## config.mk

```make
export PLATFORM = sky130hd
export DESIGN_NAME = dawp_front
export DESIGN_NICKNAME = d
export VERILOG_FILES = /design/src/rtl/deadline_aware_ecn_window_penalty_defines.svh /design/src/rtl/dawp_pkg.sv /design/src/rtl/dawp_front.sv
export SDC_FILE = /design/constraint.sdc
export NUM_CORES = 1
export LEC_CHECK = 0
export BUFFER_PORTS_ARGS = -buffer_cell sky130_fd_sc_hd__buf_2
export CORE_AREA = 10 10 178 180
export DETAILED_ROUTE_END_ITERATION = 6
export DIE_AREA = 0 0 188 190
export PLACE_DENSITY_LB_ADDON = 0.3
export SYNTH_ARGS = -nofsm -noshare
export SYNTH_HDL_FRONTEND = slang
export SYNTH_SLANG_ARGS = --single-unit
```

## constraint.sdc

```tcl
create_clock -name aclk -period 20.3 [get_ports aclk]
set_clock_uncertainty 0.2 [all_clocks]
set_input_delay 3.045 -clock aclk [delete_from_list [all_inputs] [get_ports aclk]]
set_output_delay 3.045 -clock aclk [all_outputs]
set_load 0.01 [all_outputs]
```

## src/rtl/deadline_aware_ecn_window_penalty_defines.svh

```systemverilog
// Assertion macros
`ifndef DEADLINE_AWARE_ECN_WINDOW_PENALTY_DEFINES_SVH
`define DEADLINE_AWARE_ECN_WINDOW_PENALTY_DEFINES_SVH

`ifndef SYNTH
`define DAWP_ASSERT_SAME(lbl, clk, rstn, pre, post) \
    lbl: assert property (@(posedge clk) disable iff (!rstn) (pre) |-> (post)) \
        else $error("assertion failed");
`define DAWP_ASSERT_NEXT(lbl, clk, rstn, pre, post) \
    lbl: assert property (@(posedge clk) disable iff (!rstn) (pre) |=> (post)) \
        else $error("assertion failed");
`else
`define DAWP_ASSERT_SAME(lbl, clk, rstn, pre, post)
`define DAWP_ASSERT_NEXT(lbl, clk, rstn, pre, post)
`endif

`endif

```

## src/rtl/dawp_pkg.sv

```systemverilog
package dawp_pkg;

    localparam logic [16:0] QONE       = 17'd65536;
    localparam logic [15:0] IMM_MAX    = 16'd65535;
    localparam logic [15:0] SEG_RESET  = 16'd1448;
    localparam logic [16:0] GAIN_RESET = 17'd4096;
    localparam logic [13:0] IMM_SCALE  = 14'd15625;  // 1024000000 = 15625 << 16
    localparam int          QUEUE_DEPTH_DEF = 2;

    localparam int CFG_IDX_W = 1;
    localparam logic [CFG_IDX_W-1:0] CFG_SEGMENT_SIZE = 1'd0;
    localparam logic [CFG_IDX_W-1:0] CFG_GAIN_WEIGHT  = 1'd1;

    localparam int DVD_W = 64;
    localparam int DVS_W = 34;

    typedef struct packed {
        logic        mode;
        logic [15:0] segments_acked;
        logic        echo_marked;
        logic [31:0] ack_seq;
        logic [31:0] next_window_end;
        logic [31:0] cwnd_bytes;
        logic [31:0] flow_total_bytes;
        logic [31:0] time_left_us;
        logic [31:0] inflight_bytes;
        logic        in_recovery;
    } item_t;

    typedef struct packed {
        logic             start;
        logic [DVD_W-1:0] dividend;
        logic [DVS_W-1:0] divisor;
    } div_req_t;

    typedef struct packed {
        logic             done;
        logic [DVD_W-1:0] quotient;
    } div_rsp_t;

endpackage

```

## src/rtl/dawp_front.sv

```systemverilog
module dawp_front import dawp_pkg::*; #(
    parameter int QUEUE_DEPTH = QUEUE_DEPTH_DEF
) (
    input  logic  aclk,
    input  logic  aresetn,
    input  logic  in_valid,
    output logic  in_ready,
    input  item_t in_item,
    output logic  q_valid,
    input  logic  q_ready,
    output item_t q_item
);
    localparam int PW = (QUEUE_DEPTH > 1) ? $clog2(QUEUE_DEPTH) : 1;
    localparam int CW = $clog2(QUEUE_DEPTH + 1);
    localparam logic [PW-1:0] LAST = PW'(QUEUE_DEPTH - 1);
    localparam logic [CW-1:0] FULL = CW'(QUEUE_DEPTH);

    item_t         buf_reg [QUEUE_DEPTH];
    logic [PW-1:0] wptr_reg, rptr_reg;
    logic [CW-1:0] cnt_reg;
    logic          push, pop;

    assign in_ready = (cnt_reg != FULL);
    assign q_valid  = (cnt_reg != '0);
    assign q_item   = buf_reg[rptr_reg];
    assign push     = in_valid && in_ready;
    assign pop      = q_valid && q_ready;

    always_ff @(posedge aclk) begin
        if (push) begin
            buf_reg[wptr_reg] <= in_item;
        end
    end

    always_ff @(posedge aclk) begin
        if (!aresetn) begin
            wptr_reg <= '0;
            rptr_reg <= '0;
            cnt_reg  <= '0;
        end else begin
            if (push) begin
                wptr_reg <= (wptr_reg == LAST) ? '0 : wptr_reg + 1'b1;
            end
            if (pop) begin
                rptr_reg <= (rptr_reg == LAST) ? '0 : rptr_reg + 1'b1;
            end
            if (push && !pop) begin
                cnt_reg <= cnt_reg + 1'b1;
            end else if (pop && !push) begin
                cnt_reg <= cnt_reg - 1'b1;
            end
        end
    end

endmodule

```

==> results.json <==
{
  "status": "completed",
  "ctsHtreeMaxLevel": 2,
  "die_h_um": 190,
  "worst_pin_slew_ns": 1.168,
  "worstReg2RegStart": "cnt_reg[0]",
  "postCtsHoldBufs": 0,
  "antenna_found_initial": 10,
  "final_antenna_net_count": 0,
  "synthFlopType": "edfxtp_1",
  "grt_overflow_total": 0,
  "arrival_ns": 3.03,
  "layout.cells.non_filler": 1558,
  "nNetsFinal": 1350,
  "crit_path_max_fanout": 76,
  "largest_reg_flops": 422,
  "critPathCaptureType": "output pin",
  "syn-num-nets": 896,
  "dpl-instance-area_um2": 17960,
  "num_rows": 62,
  "place_congestion": 0.7393,
  "drt_iter0_drc": 445,
  "hold_violations": 0,
  "peakVddDrop_uv": 104.3,
  "pwr-share-comb": 0.229,
  "report.final.slew_viol_count": 0,
  "port_buffers": 427,
  "core-area_um2": 28240,
  "cts_root_buffer": "clkbuf_16",
  "clkPwrFrac": 0.299,
  "dp.final_hpwl_mm": 23.77,
  "viasPerCell": 5.150,
  "rrSetupSlack_ns": 16.43,
  "yosys.area.top_type_share": 0.8156,
  "power_frac_seq": 0.472,
  "critPathKind": "flop to output pin",
  "yosysWarningCount": 0,
  "numCtsBuffers": 43,
  "synth_cell_types": 20,
  "cpMaxStageDelayCell": "dfxtp_4",
  "slowest_delay_ns": 0.93,
  "post-synth-top-area-cell": "edfxtp_1",
  "cts_tree": "yes",
  "endpoint": "q_item[120]",
  "max_freq_mhz": 159.3,
  "firstDrtPassIters": 5,
  "fin_tns_setup_ns": 0,
  "min_period_ns": 6.279,
  "wire_per_inst_um": 22.02,
  "postSynth.asyncResetShare": 0,
  "vias": 8023,
  "place_inst": 1473,
  "start_kind": "flop",
  "p_total_mw": 2.425,
  "cts_sinks": 427,
  "hp-class": "flop to flop",
  "drive_gt1_frac": 0.6082,
  "syn2layout_area_growth_pct": 24.09,
  "final_common_cell": "buf_2",
  "layout_common_cells": "buf_2 (427), edfxtp_1 (422), mux2_2 (211), clkbuf_16 (43), clkinv_1 (11)",
  "cp.required_ns": 17.06,
  "yosys-top-cells-area": "edfxtp_1 (82%), mux2_2 (15%), buf_6 (1.5%), dfxtp_1 (0.64%), and2_1 (0.16%)",
  "syn_inst": 680,
  "leakagePower_nw": 7.150,
  "grt_use_total": 0.1843,
  "swShare": 0.2702,
  "dieArea_um2": 35720,
  "rsz0062_at_grt": "no",
  "synth_edf_count": 422,
  "fp.dieW_um": 188,
  "slew_headroom": 0.2210,
  "fin_area_um2": 19280,
  "utilization": 0.6828,
  "drc": 0,
  "syn_avg_cell_area_um2": 22.85,
  "start_util": 0.5502,
  "yosysSeqAreaShare": 0.8220,
  "synth-seq-cells": 427,
  "maxCapViolations": 0,
  "p_switching_mw": 0.6552,
  "setup_viol": 0,
  "internal_power_mw": 1.770,
  "clkLatencyLatePin_ns": 0.53,
  "post_cts_resized": 0,
  "clockBufferDepth": 3,
  "cts_setup_buffers": 0,
  "period_share": 0.3093,
  "finalWirelength_mm": 34.30,
  "p_per_area_nw_per_um2": 125.8,
  "ios": 428,
  "grt_max_degree": 144,
  "r2r-end": "buf_reg[1][156]",
  "path_clk_slew_ns": 0.06,
  "crit_chain": "buf_4 -> mux2_2 -> buf_2",
  "syn_area_um2": 15540,
  "grt_pass1_vias": 8466,
  "rr_worst_depth": 4,
  "grt_pass1_wl_mm": 50.40
}
==> routing by layer <==
layer  wire, um  track usage  part of all wire  vias to the layer above
met3       4175      0.08806              0.12                       61
met1      12380       0.2094              0.36                     3920
li1           -            -                 -                     3656
met2      16870       0.2997              0.49                      378
met4        819      0.06585             0.024                        8
met5         56            0            0.0016                        -
==> kinds of logic (layout without fill, tap and decap cells) <==
kind of cell,Yosys count,in the layout,synth area share
buffers and inverters,24,508,0.01611
xor gates and xnor gates,3,3,0.001691
AOI/OAI and AO/OA,5,5,0.002255
adders and majority gates,1,1,0.0008052
other,0,10,0
and+or+nand+nor,9,9,0.004188
DFF,427,427,0.8220
muxes,211,211,0.1529
==> stage by stage <==
| stage | hold slack (ns) | worst slack, ns |
|---|---|---|
| global placement | 0.3331 | 13.72 |
| CTS | 0.3669 | 13.94 |
| floorplan | 0.3124 | 11.59 |
| detailed placement | 0.3599 | 13.73 |
| finish | 0.3666 | 14.02 |
| global route | 0.4093 | 13.83 |
==> power by group through the flow <==
| stage | sequential [mW] | combinational [mW] | clock, mW |
|---|---|---|---|
| finish | 1.14 | 0.556 | 0.725 |
| global route | 1.16 | 0.599 | 0.771 |
| CTS | 1.15 | 0.568 | 0.740 |
| detailed placement | 1.16 | 0.563 | 0 |
| global placement | 1.16 | 0.559 | 0 |
| floorplan | 1.16 | 0.371 | 0 |
==> layout make-up <==
type	count	area, um2
antenna	10	25.02
clock buffer	48	1095
clock inverter	27	198.9
fill	1962	8956
inverter	1	11.26
multi-input combinational	229	2520
sequential	427	12780
tap	384	480.5
timing repair buffer	432	2175
==> synth_stat cells (2+ instances only) <==
| master | count |
|---|---|
| mux2_2 | 211 |
| and2_1 | 4 |
| xnor2_1 | 2 |
| buf_6 | 21 |
| buf_2 | 2 |
| edfxtp_1 | 422 |
| dfxtp_1 | 5 |
==> worst max-delay path, delay by kind of cell (launching register included) <==
| family | cells | cell delay [ns] |
|---|---|---|
| mux | 1 | 0.44 |
| buf+inv | 2 | 1.05 |
| flops | 1 | 0.93 |
==> worst min path at each step <==
stage,from,endpoint,slack [ns],cells after the start
global placement,cnt_reg[1],cnt_reg[1],0.33,2
global route,cnt_reg[1],cnt_reg[1],0.41,2
floorplan,cnt_reg[1],cnt_reg[1],0.31,2
detailed placement,cnt_reg[1],cnt_reg[1],0.36,2
finish,cnt_reg[1],cnt_reg[1],0.37,2
CTS,cnt_reg[1],cnt_reg[1],0.37,2
Power figures use the tool's default switching activity.
