### src/rtl/deadline_aware_ecn_window_penalty_defines.svh
// Assertion macros
`ifndef DEADLINE_AWARE_ECN_WINDOW_PENALTY_DEFINES_SVH
`define DEADLINE_AWARE_ECN_WINDOW_PENALTY_DEFINES_SVH

`ifndef SYNTH
`define DAWP_ASSERT_SAME(lbl, clk, rstn, pre, post) \
    lbl: assert property (@(posedge clk) disable iff (!rstn) (pre) |-> (post)) \
        else $error("assertion failed");
`define DAWP_ASSERT_NEXT(lbl, clk, rstn, pre, post) \
    lbl: assert property (@(posedge clk) disable iff (!rstn) (pre) |=> (post)) \
        else $error("assertion failed");
`else
`define DAWP_ASSERT_SAME(lbl, clk, rstn, pre, post)
`define DAWP_ASSERT_NEXT(lbl, clk, rstn, pre, post)
`endif

`endif

### src/rtl/dawp_pkg.sv
package dawp_pkg;

    localparam logic [16:0] QONE       = 17'd65536;
    localparam logic [15:0] IMM_MAX    = 16'd65535;
    localparam logic [15:0] SEG_RESET  = 16'd1448;
    localparam logic [16:0] GAIN_RESET = 17'd4096;
    localparam logic [13:0] IMM_SCALE  = 14'd15625;  // 1024000000 = 15625 << 16
    localparam int          QUEUE_DEPTH_DEF = 2;

    localparam int CFG_IDX_W = 1;
    localparam logic [CFG_IDX_W-1:0] CFG_SEGMENT_SIZE = 1'd0;
    localparam logic [CFG_IDX_W-1:0] CFG_GAIN_WEIGHT  = 1'd1;

    localparam int DVD_W = 64;
    localparam int DVS_W = 34;

    typedef struct packed {
        logic        mode;
        logic [15:0] segments_acked;
        logic        echo_marked;
        logic [31:0] ack_seq;
        logic [31:0] next_window_end;
        logic [31:0] cwnd_bytes;
        logic [31:0] flow_total_bytes;
        logic [31:0] time_left_us;
        logic [31:0] inflight_bytes;
        logic        in_recovery;
    } item_t;

    typedef struct packed {
        logic             start;
        logic [DVD_W-1:0] dividend;
        logic [DVS_W-1:0] divisor;
    } div_req_t;

    typedef struct packed {
        logic             done;
        logic [DVD_W-1:0] quotient;
    } div_rsp_t;

endpackage

### src/rtl/dawp_div.sv
module dawp_div import dawp_pkg::*; (
    input  logic     aclk,
    input  logic     aresetn,
    input  div_req_t req,
    output div_rsp_t rsp
);
    logic [DVD_W-1:0] quo_reg;
    logic [DVS_W-1:0] dvs_reg;
    logic [DVS_W-1:0] rem_reg;
    logic [5:0]       cnt_reg;
    logic             busy_reg, done_reg;
    logic [DVS_W:0]   trial;
    logic             fits;

    assign trial = {rem_reg, quo_reg[DVD_W-1]};
    assign fits  = (trial >= {1'b0, dvs_reg});

    assign rsp.done     = done_reg;
    assign rsp.quotient = quo_reg;

    always_ff @(posedge aclk) begin
        if (!aresetn) begin
            busy_reg <= 1'b0;
            done_reg <= 1'b0;
            cnt_reg  <= '0;
        end else begin
            done_reg <= 1'b0;
            if (req.start) begin
                busy_reg <= 1'b1;
                cnt_reg  <= '0;
                quo_reg  <= req.dividend;
                dvs_reg  <= req.divisor;
                rem_reg  <= '0;
            end else if (busy_reg) begin
                rem_reg <= fits ? DVS_W'(trial - {1'b0, dvs_reg}) : trial[DVS_W-1:0];
                quo_reg <= {quo_reg[DVD_W-2:0], fits};
                cnt_reg <= cnt_reg + 1'b1;
                if (cnt_reg == 6'd63) begin
                    busy_reg <= 1'b0;
                    done_reg <= 1'b1;
                end
            end
        end
    end

endmodule

### config.mk
export PLATFORM = sky130hd
export DESIGN_NAME = dawp_div
export DESIGN_NICKNAME = d
export VERILOG_FILES = /design/src/rtl/deadline_aware_ecn_window_penalty_defines.svh /design/src/rtl/dawp_pkg.sv /design/src/rtl/dawp_div.sv
export SDC_FILE = /design/constraint.sdc
export NUM_CORES = 1
export LEC_CHECK = 0
export BUFFER_PORTS_ARGS = -buffer_cell sky130_fd_sc_hd__clkbuf_2
export CAP_MARGIN = 20
export CORE_UTILIZATION = 55
export DETAILED_ROUTE_END_ITERATION = 10
export HOLD_SLACK_MARGIN = 0.03
export MAX_ROUTING_LAYER = met4
export PLACE_DENSITY = 0.82
export SYNTH_ARGS = -nofsm -noshare
export SYNTH_HDL_FRONTEND = slang
export SYNTH_SLANG_ARGS = --single-unit
### constraint.sdc
create_clock -name aclk -period 5.6 [get_ports aclk]
set_input_delay 1.12 -clock aclk [delete_from_list [all_inputs] [get_ports aclk]]
set_output_delay 1.12 -clock aclk [all_outputs]
set_load 0.02 [all_outputs]
==> flow_summary.yaml <==
critical_path:
  arrival_ns: 3.86
  crit_chain: "ha_1 -> and3_1 -> and4_4 -> a22o_1 -> a21oi_2 -> a21oi_2 -> o2111ai_2 -> nand2_1 -> buf_4 -> nand2_1 -> o32ai_1"
  crit_required_ns: 5.83
  crit_slowest_cell: "buf_4"
  worst_path_largest_cell_delay_ns: 0.48
  critical_path_buf_inv_count: 1
  worstPathMaxFanout: 25
  critPathLaunch: "rem_reg[12]$_SDFFCE_PP0P_"
  cp.depth: 11
  startpoint_type: "register"
  rrSetupSlack_ns: 1.97
  critPathKind: "reg -> reg"
  rr_worst_depth: 11
  r2r-end: "rem_reg[21]$_SDFFCE_PP0P_"
  worstSetupEndpointType: "register"
  r2r-start: "rem_reg[12]$_SDFFCE_PP0P_"
  cp-endpoint: "rem_reg[21]$_SDFFCE_PP0P_"
  crit_family: "simple AND/OR/NAND/NOR gates"
clock_tree:
  cts_tree: "yes"
  clk_pin_slew_ns: 0.06
  root_buffer: "clkbuf_16"
  cts.sinks: 140
  hold_buffers: 0
  insertion_delay_ns: 0.43
  h-tree-depth: 4
  post_cts_buffers: 0
  cts.repair.resized: 0
  cts_buffer_depth: 2
  cts_buffers: 17
timing:
  fmax_mhz: 275
  slew_violations: 0
  timing.final.crit_period_ns: 3.63
  report.final.setup_viol: 0
  post-route-period-util: 0.649
  finalHoldViolCount: 0
  tns_ns: 0
  worstMarginPinSlew_ns: 0.778
  max_slew_margin: 0.481
  grt_setup_unrepaired: "false"
  skew_ns: 0.00648
final_layout:
  num-nets-final: 924
  drive_gt1_frac: 0.349
  largest_register_ffs: 64
  syn_to_final_growth_pct: 20.7
  n_antenna_cell: 0
  fill_cells: 990
power_and_ir_drop:
  switching_share: 0.288
  p_switching_uw: 887
  fin_total_pwr_mw: 3.08
  cellInternalPower_mw: 2.20
  comb_power_share: 0.224
  pwr-share-clk: 0.358
  leakagePower_nw: 3.84
  seqPwrFrac: 0.419
  powerDensity_mw_per_mm2: 339
  ir_drop_uv: 232
global_routing:
  grt_max_degree: 61
  grt_use_total: 0.260
  grt_pass1_wl_um: 27800
  overflow: 0
  grt_pass1_vias: 5828
  antenna_found_initial: 0
synth:
  synthDistinctLibCells: 54
  ys_ff_latch: 140
  syn_nets: 758
  syn-cell-area_mm2: 0.00753
  synth_top_area_frac: 0.526
  syn_inst: 621
  synth_top_cells_by_area: "edfxtp_1 (53%), mux2_2 (9.4%), ha_1 (5.8%)"
  async_flop_share: 0
  seq_area_frac_synth: 0.547
  yosysWarnings: 0
  synth.largest_area_cell: "edfxtp_1"
  avgSynthCellArea_um2: 12.1
  synth_edf_count: 132
  synth_top_flop_cell: "edfxtp_1"
place:
  dp_hpwl_um: 12000
  io_buffers: 165
  routabilityCongestion: 0.949
floorplanning:
  die_w_um: 119
  die_area_mm2: 0.0142
  rows: 42
  die_y_um: 119
  coreArea_mm2: 0.0133
  start_util: 0.567
  num_io_pins: 166
routing:
  ant_nets: 0
  vias: 5611
  routed_via_density: 5.75
  drtIter0Drc: 449
  totalWireLength_um: 17200
  routedWlPerCell_um: 17.6
  drc: 0
  dr.pass1.iters: 5
flow_run:
  drv_cap: 0
min_path:
  hp-class: "reg -> reg"
  hold_path_startpoint: "cnt_reg[5]$_SDFFE_PP0P_"
outcome:
  status: "complete, no violations"
==> layout make-up <==
type,instances,area (µm²),area share
Multi-Input combinational cell,410,3130,0.344
Sequential cell,140,4120,0.454
Clock buffer,18,429,0.0472
Clock inverter,13,144,0.0158
Timing Repair Buffer,170,866,0.0953
Tap cell,176,220,0.0242
Inverter,48,180,0.0198
==> layout by cell type, fill, tap and decap left out, types with 4 or more instances in the layout <==
cell type  instances
o21ai_0           21
nand3_1            6
clkbuf_2         164
buf_4              6
edfxtp_1         132
dfxtp_1            8
nor3_1             4
nand4_1           12
nor2_1            50
a22o_1             5
a21oi_1           46
nor2b_1            4
o21a_1             5
mux2i_1           21
ha_1              35
a21o_1             9
xnor2_1           18
o31a_1             4
clkbuf_16         17
o21bai_1           7
nand2_1           32
inv_1             48
a211oi_1           8
mux2_2            63
xor2_1            15
o41ai_1            4
==> cells in the mapped netlist (3+ instances only) <==
library cell and instances:
o21a_1 6, and3_1 3, and2_1 3, mux2_2 63, dfxtp_1 8, o21bai_1 7
a21oi_2 3, a21oi_1 46, a22o_1 5, clkbuf_1 16, o41ai_1 4, nor3_1 4
o21ai_0 21, nand4_1 12, buf_2 4, o31a_1 4, a211oi_1 8, inv_1 48
nor2_1 50, xnor2_1 18, nor4_1 3, nand3_1 6, edfxtp_1 132, mux2i_1 21
or2_2 3, ha_1 35, a21o_1 9, xor2_1 15, nor2b_1 4, nand2_1 32
==> kinds of logic (layout without fill, tap and decap cells) <==
kind of cell	after synthesis	count (layout)	synth area share
multiplexers	84	84	0.122
AO/OA/AOI/OAI	131	131	0.116
buffers and inverters	71	249	0.0385
XOR/XNOR	33	33	0.0384
adder cells (fa/ha/maj)	36	36	0.0608
flip-flops	140	140	0.547
AND/OR/NAND/NOR	126	126	0.0771
==> per-layer routing <==
| metal | vias to the layer above | global-route usage | share of wire |
|---|---|---|---|
| met5 | - | - | 0 |
| met4 | 0 | 0.112 | 0.027 |
| met3 | 49 | 0.0637 | 0.067 |
| met2 | 254 | 0.423 | 0.49 |
| met1 | 2672 | 0.308 | 0.41 |
| li1 | 2636 | - | - |
==> power by group through the flow <==
stage | Combinational [mW] | Clock, mW | Sequential, mW
after detailed placement | 0.671 | 0 | 1.31
final | 0.689 | 1.10 | 1.29
after global routing | 0.756 | 1.15 | 1.30
after floorplan | 0.471 | 0 | 1.34
after CTS | 0.683 | 1.12 | 1.29
after global placement | 0.654 | 0 | 1.31
==> how the worst min path moves through the flow <==
stage,slack [ns],cells after the start,endpoint
floorplan,0.46,2,done_reg$_SDFF_PP0_
global placement,0.47,2,cnt_reg[5]$_SDFFE_PP0P_
detailed placement,0.51,2,done_reg$_SDFF_PP0_
CTS,0.52,2,done_reg$_SDFF_PP0_
global route,0.54,2,done_reg$_SDFF_PP0_
finish,0.53,2,done_reg$_SDFF_PP0_
==> worst reg2reg max path, cell delays in order, from the launching register on <==
cell,delay (ns)
edfxtp_1,0.39
ha_1,0.42
and3_1,0.21
and4_4,0.24
a22o_1,0.16
a21oi_2,0.06
a21oi_2,0.31
o2111ai_2,0.19
nand2_1,0.47
buf_4,0.48
nand2_1,0.17
o32ai_1,0.34
==> metrics by stage <==
| step | setup WS [ns] | instance area, µm² | util | hold WS [ns] | cells |
|---|---|---|---|---|---|
| floorplan | 1.23 | 7530 | - | 0.458 | 621 |
| global placement | 2.20 | 8520 | 0.641 | 0.469 | 944 |
| detailed placement | 2.07 | 8520 | 0.641 | 0.507 | 944 |
| CTS | 2.01 | 9090 | 0.684 | 0.520 | 975 |
| global route | 1.73 | 9090 | 0.684 | 0.545 | 975 |
| finish | 1.97 | 9090 | 0.684 | 0.528 | 975 |
Note: power is estimated with default switching activity, not from simulation.
